<file path="config.mk">
export PLATFORM = sky130hd
export DESIGN_NAME = servo_slew_limiter_bank
export DESIGN_NICKNAME = d
export VERILOG_FILES = /design/src/sv/ssl_pkg.sv /design/src/sv/ssl_store.sv /design/src/sv/ssl_ramp.sv /design/src/sv/servo_slew_limiter_bank.sv
export SDC_FILE = /design/constraint.sdc
export NUM_CORES = 1
export LEC_CHECK = 0
export BUFFER_PORTS_ARGS = -buffer_cell sky130_fd_sc_hd__buf_2
export CORE_UTILIZATION = 50
export CTS_CLUSTER_DIAMETER = 80
export DETAILED_ROUTE_END_ITERATION = 8
export PLACE_DENSITY_LB_ADDON = 0.15
export SLEW_MARGIN = 10
export SYNTH_ARGS = -nofsm -noshare
export SYNTH_HDL_FRONTEND = slang
export SYNTH_SLANG_ARGS = --single-unit
</file>
<file path="constraint.sdc">
create_clock -name clock -period 19.46 [get_ports clock]
set_clock_uncertainty 0.2 [all_clocks]
set_input_delay 0.973 -clock clock [delete_from_list [all_inputs] [get_ports clock]]
set_output_delay 0.973 -clock clock [all_outputs]
set_load 0.01 [all_outputs]
</file>
<file path="src/sv/ssl_pkg.sv">
package ssl_pkg;

   localparam int SERVO_COUNT = 12;
   localparam int IDX_W = (SERVO_COUNT > 1) ? $clog2(SERVO_COUNT) : 1;
   localparam logic [7:0] ANGLE_FULL = 8'd180;
   localparam logic [7:0] SERVO_LIMIT = 8'(SERVO_COUNT);
   localparam logic [IDX_W-1:0] LAST_IDX = IDX_W'(SERVO_COUNT - 1);

   // floor(n / 180) == (n * RECIP_MULT) >> RECIP_SHIFT for n < 2**20
   localparam int RECIP_SHIFT = 28;
   localparam logic [20:0] RECIP_MULT = 21'd1491309;

   localparam logic [7:0]  STEP_SIZE_RESET    = 8'd2;
   localparam logic [11:0] DUTY_AT_ZERO_RESET = 12'd150;
   localparam logic [11:0] DUTY_AT_FULL_RESET = 12'd600;

   typedef enum logic {
      REQ_SET_TARGET = 1'b0,
      REQ_TICK       = 1'b1
   } req_kind_type;

   typedef enum logic [1:0] {
      CSR_STEP_SIZE    = 2'd0,
      CSR_DUTY_AT_ZERO = 2'd1,
      CSR_DUTY_AT_FULL = 2'd2
   } csr_index_type;

   typedef enum logic {
      ST_IDLE,
      ST_TICK
   } state_type;

   typedef struct packed {
      logic [7:0]  step_size;
      logic [11:0] duty_at_zero;
      logic [11:0] duty_at_full;
   } cfg_type;

   typedef struct packed {
      logic             valid;
      logic [IDX_W-1:0] idx;
      logic             last;
   } issue_type;

   typedef struct packed {
      logic             en;
      logic [IDX_W-1:0] addr;
      logic [7:0]       data;
   } wb_type;

endpackage

</file>
<file path="src/sv/ssl_store.sv">
module ssl_store (
   input  logic                      clock,
   input  logic                      reset,
   input  logic                      rd_en,
   input  logic [ssl_pkg::IDX_W-1:0] rd_addr,
   input  ssl_pkg::wb_type           pos_wr,
   input  ssl_pkg::wb_type           tgt_wr,
   output logic [7:0]                rd_pos,
   output logic [7:0]                rd_tgt
);

   logic [7:0] pos_mem_ff [ssl_pkg::SERVO_COUNT];
   logic [7:0] tgt_mem_ff [ssl_pkg::SERVO_COUNT];
   logic [ssl_pkg::SERVO_COUNT-1:0] pos_vld_ff, pos_vld_in;
   logic [ssl_pkg::SERVO_COUNT-1:0] tgt_vld_ff, tgt_vld_in;
   logic [7:0] rd_pos_ff;
   logic [7:0] rd_tgt_ff;

   always_comb begin
      pos_vld_in = pos_vld_ff;
      tgt_vld_in = tgt_vld_ff;
      if (pos_wr.en) begin
         pos_vld_in[pos_wr.addr] = 1'b1;
      end
      if (tgt_wr.en) begin
         tgt_vld_in[tgt_wr.addr] = 1'b1;
      end
   end

   always_ff @(posedge clock) begin
      if (reset) begin
         pos_vld_ff <= '0;
         tgt_vld_ff <= '0;
      end else begin
         pos_vld_ff <= pos_vld_in;
         tgt_vld_ff <= tgt_vld_in;
      end
   end

   always_ff @(posedge clock) begin
      if (pos_wr.en) begin
         pos_mem_ff[pos_wr.addr] <= pos_wr.data;
      end
      if (tgt_wr.en) begin
         tgt_mem_ff[tgt_wr.addr] <= tgt_wr.data;
      end
      if (rd_en) begin
         rd_pos_ff <= pos_vld_ff[rd_addr] ? pos_mem_ff[rd_addr] : 8'd0;
         rd_tgt_ff <= tgt_vld_ff[rd_addr] ? tgt_mem_ff[rd_addr] : 8'd0;
      end
   end

   assign rd_pos = rd_pos_ff;
   assign rd_tgt = rd_tgt_ff;

endmodule

</file>
<file path="src/sv/ssl_ramp.sv">
module ssl_ramp (
   input  logic                clock,
   input  logic                reset,
   input  logic                en,
   input  ssl_pkg::issue_type  issue,
   input  ssl_pkg::cfg_type    cfg,
   input  logic [7:0]          rd_pos,
   input  logic [7:0]          rd_tgt,
   output ssl_pkg::wb_type     pos_wr,
   output logic                s1_busy,
   output logic                out_valid,
   output logic [4:0]          out_number,
   output logic [11:0]         out_duty,
   output logic [7:0]          out_position,
   output logic                out_at_target,
   output logic                out_last
);

   // stage 1: memory data, slew step, span product
   logic                      v1_ff;
   logic [ssl_pkg::IDX_W-1:0] idx1_ff;
   logic                      last1_ff;
   logic [7:0]                new_pos;
   logic [7:0]                diff;
   logic                      span_neg;
   logic [11:0]               span_mag;
   logic [19:0]               prod;

   // stage 2: reciprocal multiply
   logic                      v2_ff;
   logic [ssl_pkg::IDX_W-1:0] idx2_ff;
   logic                      last2_ff;
   logic [7:0]                pos2_ff;
   logic                      at2_ff;
   logic [19:0]               prod2_ff;
   logic                      neg2_ff;
   logic [40:0]               wide;
   logic [11:0]               quot;
   logic [11:0]               duty;

   // output register
   logic                      out_valid_ff;
   logic [4:0]                out_number_ff;
   logic [11:0]               out_duty_ff;
   logic [7:0]                out_position_ff;
   logic                      out_at_target_ff;
   logic                      out_last_ff;

   always_comb begin
      new_pos = rd_pos;
      diff    = 8'd0;
      if (rd_pos < rd_tgt) begin
         diff    = rd_tgt - rd_pos;
         new_pos = (diff > cfg.step_size) ? rd_pos + cfg.step_size : rd_tgt;
      end else if (rd_pos > rd_tgt) begin
         diff    = rd_pos - rd_tgt;
         new_pos = (diff > cfg.step_size) ? rd_pos - cfg.step_size : rd_tgt;
      end
      span_neg = cfg.duty_at_full < cfg.duty_at_zero;
      span_mag = span_neg ? cfg.duty_at_zero - cfg.duty_at_full
                          : cfg.duty_at_full - cfg.duty_at_zero;
      prod     = 20'(new_pos) * 20'(span_mag);
   end

   assign pos_wr.en   = en && v1_ff;
   assign pos_wr.addr = idx1_ff;
   assign pos_wr.data = new_pos;
   assign s1_busy     = v1_ff;

   always_comb begin
      wide = 41'(prod2_ff) * 41'(ssl_pkg::RECIP_MULT);
      quot = wide[ssl_pkg::RECIP_SHIFT +: 12];
      duty = neg2_ff ? cfg.duty_at_zero - quot : cfg.duty_at_zero + quot;
   end

   always_ff @(posedge clock) begin
      if (reset) begin
         v1_ff        <= 1'b0;
         v2_ff        <= 1'b0;
         out_valid_ff <= 1'b0;
      end else if (en) begin
         v1_ff        <= issue.valid;
         v2_ff        <= v1_ff;
         out_valid_ff <= v2_ff;
      end
   end

   always_ff @(posedge clock) begin
      if (en) begin
         idx1_ff          <= issue.idx;
         last1_ff         <= issue.last;
         idx2_ff          <= idx1_ff;
         last2_ff         <= last1_ff;
         pos2_ff          <= new_pos;
         at2_ff           <= new_pos == rd_tgt;
         prod2_ff         <= prod;
         neg2_ff          <= span_neg;
         out_number_ff    <= 5'(idx2_ff);
         out_duty_ff      <= duty;
         out_position_ff  <= pos2_ff;
         out_at_target_ff <= at2_ff;
         out_last_ff      <= last2_ff;
      end
   end

   assign out_valid     = out_valid_ff;
   assign out_number    = out_number_ff;
   assign out_duty      = out_duty_ff;
   assign out_position  = out_position_ff;
   assign out_at_target = out_at_target_ff;
   assign out_last      = out_last_ff;

endmodule

</file>
<file path="src/sv/servo_slew_limiter_bank.sv">
// set-target transaction: no result
// tick transaction: results pass stage 1, stage 2 and the output register, then one result per cycle
// while rsp_tready is high, SERVO_COUNT results in all; the stage-1 write-back of the
// position store paces the next tick, which is taken only once stage 1 is empty
// reset (synchronous, active high) clears control state and the store valid bits,
// so every position and target reads as zero; registers return to defaults
module servo_slew_limiter_bank (
   input  logic        clock,
   input  logic        reset,
   input  logic        req_tvalid,
   output logic        req_tready,
   input  logic [15:0] req_tdata,  // servo_index, target_angle
   input  logic        req_tuser,  // req_type
   output logic        rsp_tvalid,
   input  logic        rsp_tready,
   output logic [31:0] rsp_tdata,  // servo_number, duty, position, at_target, zero pad
   output logic        rsp_tlast,
   input  logic        csr_we,
   input  logic [1:0]  csr_index,
   input  logic [11:0] csr_wdata
);

   ssl_pkg::state_type        state_ff, state_in;
   logic [ssl_pkg::IDX_W-1:0] cnt_ff, cnt_in;
   ssl_pkg::cfg_type          cfg_ff, cfg_in;
   ssl_pkg::issue_type        issue;
   ssl_pkg::wb_type           pos_wr;
   ssl_pkg::wb_type           tgt_wr;
   logic                      en;
   logic                      accept;
   logic                      s1_busy;
   logic [7:0]                rd_pos;
   logic [7:0]                rd_tgt;
   logic [7:0]                req_index;
   logic [7:0]                req_angle;
   logic [4:0]                out_number;
   logic [11:0]               out_duty;
   logic [7:0]                out_position;
   logic                      out_at_target;

   assign req_index = req_tdata[7:0];
   assign req_angle = req_tdata[15:8];
   assign en        = !rsp_tvalid || rsp_tready;
   assign accept    = req_tvalid && req_tready;

   always_comb begin
      cfg_in = cfg_ff;
      if (csr_we) begin
         unique case (csr_index)
            ssl_pkg::CSR_STEP_SIZE:    cfg_in.step_size    = csr_wdata[7:0];
            ssl_pkg::CSR_DUTY_AT_ZERO: cfg_in.duty_at_zero = csr_wdata;
            ssl_pkg::CSR_DUTY_AT_FULL: cfg_in.duty_at_full = csr_wdata;
            default:                   cfg_in = cfg_ff;
         endcase
      end
   end

   always_comb begin
      state_in    = state_ff;
      cnt_in      = cnt_ff;
      req_tready  = 1'b0;
      issue.valid = 1'b0;
      issue.idx   = cnt_ff;
      issue.last  = cnt_ff == ssl_pkg::LAST_IDX;
      tgt_wr.en   = 1'b0;
      tgt_wr.addr = req_index[ssl_pkg::IDX_W-1:0];
      tgt_wr.data = (req_angle > ssl_pkg::ANGLE_FULL) ? ssl_pkg::ANGLE_FULL : req_angle;
      unique case (state_ff)
         ssl_pkg::ST_IDLE: begin
            req_tready = !s1_busy;
            if (accept) begin
               if (req_tuser == ssl_pkg::REQ_TICK) begin
                  state_in = ssl_pkg::ST_TICK;
                  cnt_in   = '0;
               end else begin
                  tgt_wr.en = req_index < ssl_pkg::SERVO_LIMIT;
               end
            end
         end
         ssl_pkg::ST_TICK: begin
            issue.valid = 1'b1;
            if (en) begin
               if (cnt_ff == ssl_pkg::LAST_IDX) begin
                  state_in = ssl_pkg::ST_IDLE;
                  cnt_in   = '0;
               end else begin
                  cnt_in = cnt_ff + 1'b1;
               end
            end
         end
         default: state_in = ssl_pkg::ST_IDLE;
      endcase
   end

   always_ff @(posedge clock) begin
      if (reset) begin
         state_ff            <= ssl_pkg::ST_IDLE;
         cnt_ff              <= '0;
         cfg_ff.step_size    <= ssl_pkg::STEP_SIZE_RESET;
         cfg_ff.duty_at_zero <= ssl_pkg::DUTY_AT_ZERO_RESET;
         cfg_ff.duty_at_full <= ssl_pkg::DUTY_AT_FULL_RESET;
      end else begin
         state_ff <= state_in;
         cnt_ff   <= cnt_in;
         cfg_ff   <= cfg_in;
      end
   end

   ssl_store u_store (
      .clock   (clock),
      .reset   (reset),
      .rd_en   (en),
      .rd_addr (cnt_ff),
      .pos_wr  (pos_wr),
      .tgt_wr  (tgt_wr),
      .rd_pos  (rd_pos),
      .rd_tgt  (rd_tgt)
   );

   ssl_ramp u_ramp (
      .clock         (clock),
      .reset         (reset),
      .en            (en),
      .issue         (issue),
      .cfg           (cfg_ff),
      .rd_pos        (rd_pos),
      .rd_tgt        (rd_tgt),
      .pos_wr        (pos_wr),
      .s1_busy       (s1_busy),
      .out_valid     (rsp_tvalid),
      .out_number    (out_number),
      .out_duty      (out_duty),
      .out_position  (out_position),
      .out_at_target (out_at_target),
      .out_last      (rsp_tlast)
   );

   assign rsp_tdata = {6'd0, out_at_target, out_position, out_duty, out_number};

endmodule

</file>
==> results.toml, run 1 <==
[sta]
max_freq_ghz = 0.103
hold_violation_total_from_the_final_report = 0
setup_violations = 0
layout_min_cycle_time_ns = 9.70
final.hold.worst_slack_ns = 0.220
timing.setup.tns_ns = 0
layout_worst_path_cycle_share_pct = 49.8
slew_viol_final = 0
worst-slew-pin-transition_ns = 1.14
slew_headroom_pct = 23.8
grt_setup_unrepaired = "no"

[cts]
cts_buffer_depth = 3
clock_tree.htree_level_count = 2
clk_pin_slew_ns = 0.06
post_cts.resized_instances = 0
clkSinkCount = 338
clock_latency_ns = 0.57
cts_buffers = 39
clk_root_buffer_cell = "sky130_fd_sc_hd__clkbuf_16"
post_cts_buffers = 0
hold_buffers = 0
cts_tree = "built"

[routing]
vias = 16700
remaining_drc_errors = 0
route.detailed.vias_per_inst = 5.49
drt-wirelength-per-cell_um = 20.0
detail_route.wirelength_mm = 60.7
firstDrtPassIters = 5
postRouteAntennaNets = 0
initial_drc_count = 968

[job]
timing.max_cap.violations = 0

[logic_synthesis]
cell_types_with_the_largest_area_share_after_synthesis = "sky130_fd_sc_hd__edfxtp_1, sky130_fd_sc_hd__ha_1, sky130_fd_sc_hd__fa_1"
ys.warnings.count = 0
ys_ff_latch = 338
synth_sequential_area_ratio_pct = 37.2
netlist_instances = 2266
synth_ff_type = "sky130_fd_sc_hd__edfxtp_1"
syn_avg_cell_area_um2 = 11.3
count_of_flip_flops_with_a_built_in_enable_after_synthesis = 274
synth_largest_type_area_fraction_pct = 32.2
ys_types = 81
post_synth_instance_area_um2 = 25500
synth_async_sr_flop_share_pct = 0
synthDominantAreaCellType = "sky130_fd_sc_hd__edfxtp_1"

[die]
chipHeight_um = 228
core.rowCount = 82
initial_utilization_pct = 50.8
design.die.area_um2 = 52000
floorplan.io_pins = 71
core-area_um2 = 50300
die_w_um = 228

[layout]
layout_common_cells = "sky130_fd_sc_hd__inv_1, sky130_fd_sc_hd__ha_1, sky130_fd_sc_hd__edfxtp_1, sky130_fd_sc_hd__fa_1, sky130_fd_sc_hd__nor2_1"
layout.cells.most_common = "sky130_fd_sc_hd__inv_1"
layout-area-overhead-vs-synth_pct = 9.37
antenna_cells_inserted = 0
final_util_pct = 55.6
fin_nets = 2851
drive_above_1_share_pct = 10.1

[outcome]
run_status = "finished clean"

[critical_path]
start_kind = "flop"
critical_path.endpoint_type = "flop"
critical_path.reg2reg.endpoint = "u_ramp.prod2_ff[19]"
worstReg2RegStart = "u_store.rd_pos[1]"
critical_path_required_ns = 19.56
arrival_time_worst_endpoint_ns = 9.80
worst-path-max-fanout = 18
cp-endpoint = "u_ramp.prod2_ff[19]"
critical_path.most_common_cell = "sky130_fd_sc_hd__a21oi_1"
timing_worst_setup_path_type = "flop to flop"
critical-path-slowest-cell = "sky130_fd_sc_hd__a2111oi_0"
cp_slowest_stage_delay_ns = 0.86
r2r_cells = 37
critical_path.startpoint = "u_store.rd_pos[1]"
worst-r2r-setup-slack_ns = 9.76

[hold_path]
worstHoldPathType = "flop to flop"
hold_depth = 0
timing.hold.worst.start = "u_ramp.pos2_ff[0]"

[global_routing]
overall_global_routing_usage_pct = 23.9
grt_remaining_overflow = 0
initial_antenna_violation_count = 0
via_count_of_the_first_global_routing_pass = 17500
grt_pass1_wl_mm = 96.2
grt_start_max_net_pins = 72

[placement]
port_buffers = 63
routabilityCongestion = 0.927
dpl.hpwl_mm = 47.3
Yosys cell counts, drive strengths merged (13+ instances only):
library cell	count
a21o	27
a21oi	103
and2	32
buf	21
clkbuf	40
dfxtp	64
edfxtp	274
fa	182
ha	303
inv	383
mux2i	37
mux4	54
nand2	136
nand2b	19
nand3	22
nor2	171
nor2b	23
nor3	18
o21a	14
o21ai	73
or2	13
xnor2	58
xor2	34
critical path: cells and delay by family, from the launching register on:
kind	cells	cell delay, ns
AO/OA/AOI/OAI	17	3.44
adder cells (fa/ha/maj)	7	2.81
buffers and inverters	6	1.00
AND/OR/NAND/NOR	4	0.86
flip-flops	1	0.56
multiplexers	1	0.35
XOR/XNOR	2	0.22
cell type report:
type	instances	area, µm²
fillers	4349	22300
multi-input cells	1490	14400
flip-flops and latches	338	9510
inverters	383	1440
clock buffers	51	1060
well taps	672	841
repair buffers	78	428
clock inverters	21	265
flip-flops by register name, summed over array words and instances, names as in the netlist, 12 cells and up:
name                count
cfg_ff                 32
u_store.pos_vld_ff     12
u_store.tgt_mem_ff     96
u_ramp.prod2_ff        20
u_ramp.out_duty        12
u_store.tgt_vld_ff     12
u_store.pos_mem_ff     96
metrics by stage:
step	setup WS, ns	instance area (µm²)	std cells
3_3_place_gp	10.19	26600	2961
4_1_cts	9.87	27900	3033
2_1_floorplan	10.99	25600	2272
5_1_grt	8.98	27900	3033
3_5_place_dp	9.91	26600	2961
6_report	9.76	27900	3033
cell families after synthesis:
kind of cell / synth area share [%]
and+or+nand+nor: 8.95
adders and majority gates: 29.1
buffers and inverters: 6.65
DFF: 37.2
AOI/OAI and AO/OA: 8.42
muxes: 6.39
xor gates and xnor gates: 3.24
other: 0.0147
worst min path at each step:
stage / to
final: u_ramp.out_position[0]
after global routing: u_ramp.out_position[0]
after CTS: u_ramp.out_position[0]
after detailed placement: u_ramp.out_position[0]
after global placement: u_ramp.out_position[0]
after floorplan: u_ramp.last2_ff
metal layers:
metal  track usage [%]  part of all wire, %  up-vias
li1                  -                    -     7868
met1              30.4                   43     8290
met2              41.9                   50      397
met3              2.70                  3.8      106
met4              8.56                  3.4        0
met5                 0                    0        -
Power of run 1 is left out: the tool's default activity adds up to more than one toggle a clock period on the data nets, which glitch-free logic cannot reach.
==> run 2, diff against run 1 <==
--- a/config.mk
+++ b/config.mk
@@ -5,6 +5,7 @@
 export SDC_FILE = /design/constraint.sdc
 export NUM_CORES = 1
 export LEC_CHECK = 0
+export ABC_AREA = 1
 export BUFFER_PORTS_ARGS = -buffer_cell sky130_fd_sc_hd__buf_2
 export CORE_UTILIZATION = 50
 export CTS_CLUSTER_DIAMETER = 80
==> constraint.sdc (replaced) <==
create_clock -name clock -period 9.7 [get_ports clock]
set_clock_uncertainty 0.2 [all_clocks]
set_input_delay 0.485 -clock clock [delete_from_list [all_inputs] [get_ports clock]]
set_output_delay 0.485 -clock clock [all_outputs]
set_load 0.01 [all_outputs]
==> results.toml, run 2 <==
[sta]
slew_headroom_pct = 24.1
max_freq_ghz = 0.119
layout_min_cycle_time_ns = 8.44
slew_viol_final = 0
worst-slew-pin-transition_ns = 1.13
setup_ws_ns = 1.26
grt_setup_unrepaired = "no"
layout_worst_path_cycle_share_pct = 87.0
hold_violation_total_from_the_final_report = 0
setup_violations = 0
timing.setup.tns_ns = 0

[critical_path]
timing_worst_setup_path_type = "flop to flop"
worst-path-max-fanout = 19
critical_path.endpoint_type = "flop"
critical_path_required_ns = 9.80
arrival_time_worst_endpoint_ns = 8.54
cell_family_with_most_cp_delay = "adder cells"
critical-path-slowest-cell = "sky130_fd_sc_hd__fa_1"
start_kind = "flop"
critical_path.n_buffers_inverters = 6
cp_slowest_stage_delay_ns = 0.55

[logic_synthesis]
synth_most_common_cell = "sky130_fd_sc_hd__inv_1"
adder_and_majority_cell_fraction_of_the_synthesized_area_pct = 27.5
fraction_of_synthesized_cell_area_in_xor_and_xnor_cells_pct = 2.86
synth_ff_type = "sky130_fd_sc_hd__edfxtp_1"
ys_types = 66
netlist_instances = 2981
mux_share_of_post_synthesis_cell_area_pct = 0.111
combinational_family_with_the_most_area_after_synthesis = "adder cells"
ys.warnings.count = 0
ys_ff_latch = 338
synth.top_cells.by_count = "sky130_fd_sc_hd__inv_1, sky130_fd_sc_hd__nand2_1, sky130_fd_sc_hd__ha_1, sky130_fd_sc_hd__nor2_1, sky130_fd_sc_hd__edfxtp_1"
synth_sequential_area_ratio_pct = 35.2
synth_largest_type_area_fraction_pct = 30.5
post_synth_instance_area_um2 = 27000
syn_avg_cell_area_um2 = 9.06
simple_logic_cell_fraction_of_the_synthesized_area_pct = 15.1
synth_async_sr_flop_share_pct = 0
compound_gate_portion_of_the_synthesized_area_pct = 9.72
cell_types_with_the_largest_area_share_after_synthesis = "sky130_fd_sc_hd__edfxtp_1, sky130_fd_sc_hd__ha_1, sky130_fd_sc_hd__fa_1"
count_of_flip_flops_with_a_built_in_enable_after_synthesis = 274
synthDominantAreaCellType = "sky130_fd_sc_hd__edfxtp_1"

[routing]
postRouteAntennaNets = 0
vias = 20000
firstDrtPassIters = 5
remaining_drc_errors = 0
route.detailed.vias_per_inst = 5.34
drt-wirelength-per-cell_um = 18.7
initial_drc_count = 1296
detail_route.wirelength_mm = 70.2

[cts]
cts_buffer_depth = 3
post_cts.resized_instances = 0
post_cts_buffers = 0
clk_root_buffer_cell = "sky130_fd_sc_hd__clkbuf_16"
cts_tree = "built"
cts_buffers = 38
clk_pin_slew_ns = 0.06
clock_latency_ns = 0.56
clkSinkCount = 338
clock_tree.htree_level_count = 2
hold_buffers = 5

[placement]
port_buffers = 63
placement.setup.worst_slack_ns = 1.28
routabilityCongestion = 0.947
dpl.hpwl_mm = 55.2

[layout]
layout-area-overhead-vs-synth_pct = 8.20
drive_above_1_share_pct = 7.75
layout.cells.most_common = "sky130_fd_sc_hd__inv_1"
antenna_cells_inserted = 0
layout_common_cells = "sky130_fd_sc_hd__inv_1, sky130_fd_sc_hd__nand2_1, sky130_fd_sc_hd__nor2_1, sky130_fd_sc_hd__ha_1, sky130_fd_sc_hd__edfxtp_1"
fin_nets = 3549
largest_registers = "u_store.pos_mem_ff: 96 flops, u_store.tgt_mem_ff: 96 flops, cfg_ff: 32 flops"
final_util_pct = 55.2

[die]
initial_utilization_pct = 51.0
die_w_um = 234
core-area_um2 = 53000
floorplan.io_pins = 71
core.rowCount = 84
chipHeight_um = 234
design.die.area_um2 = 55000

[global_routing]
initial_antenna_violation_count = 3
grt_pass1_wl_mm = 110
grt_remaining_overflow = 0
overall_global_routing_usage_pct = 26.2
via_count_of_the_first_global_routing_pass = 20200
grt_start_max_net_pins = 81

[hold_path]
worstHoldPathType = "input port to flop"

[outcome]
run_status = "finished clean"

[job]
timing.max_cap.violations = 0
## run 2: changes by cell type after synthesis, moves of 24 or more
cell / change
sky130_fd_sc_hd__mux2i_1: -34
sky130_fd_sc_hd__a21oi_1: +38
sky130_fd_sc_hd__inv_1: +170
sky130_fd_sc_hd__nand2_2: +25
sky130_fd_sc_hd__nor2_1: +132
sky130_fd_sc_hd__and2_1: -29
sky130_fd_sc_hd__mux4_2: -54
sky130_fd_sc_hd__a21o_1: -24
sky130_fd_sc_hd__xnor2_1: -33
sky130_fd_sc_hd__o22ai_1: +39
sky130_fd_sc_hd__o21ai_0: +99
sky130_fd_sc_hd__nand3_1: +58
sky130_fd_sc_hd__nand2_1: +333
## run 2: kinds of logic after synthesis
group | count (synthesis)
adder cells (fa/ha/maj) | 485
AO/OA/AOI/OAI | 462
multiplexers | 3
buffers and inverters | 652
AND/OR/NAND/NOR | 956
XOR/XNOR | 84
other | 1
flip-flops | 338
## run 2: path summary, 6_finish.rpt
kind,start,depth (start not counted),to,slack [ns]
max,u_store.rd_tgt[0],36,u_ramp.prod2_ff[16],1.26
max reg2reg,u_store.rd_tgt[0],36,u_ramp.prod2_ff[16],1.26
min,csr_wdata[2],3,cfg_ff[14],0.04
min reg2reg,u_ramp.idx2_ff[2],0,u_ramp.out_number[2],0.22
## run 2: stage by stage
| step | hold slack [ns] | cells | cell area, µm² |
|---|---|---|---|
| 6_report | 0.0360 | 3745 | 29200 |
| 5_1_grt | 0.0264 | 3745 | 29200 |
| 4_1_cts | 0.00451 | 3745 | 29200 |
| 3_5_place_dp | 0.208 | 3671 | 27900 |
| 3_3_place_gp | 0.201 | 3671 | 27900 |
| 2_1_floorplan | 0.200 | 2987 | 27000 |
## run 2: worst register-to-register path, delay by kind of cell (launching register included)
family | cells | cell delay [ns]
xor+xnor | 2 | 0.21
simple gates | 10 | 1.18
buf+inv | 6 | 0.77
flops | 1 | 0.50
fa+ha+maj | 8 | 3.24
compound gates | 10 | 2.07
## run 2: routing by layer
metal	global-route usage (%)	vias to the layer above	routed length, µm
met5	0	-	42
met4	9.90	6	2570
met3	3.59	139	2970
met2	45.1	485	33800
met1	33.5	9636	30800
li1	-	9725	-
## run 2: final cells by class
type                            count  area (µm²)
Clock buffer                       49        1030
Clock inverter                     20         245
Fill cell                        4855       23700
Inverter                          579        2190
Multi-Input combinational cell   1997       15000
Sequential cell                   338        9510
Tap cell                          688         861
Timing Repair Buffer               74         410
Power of run 2 is left out for the same reason.
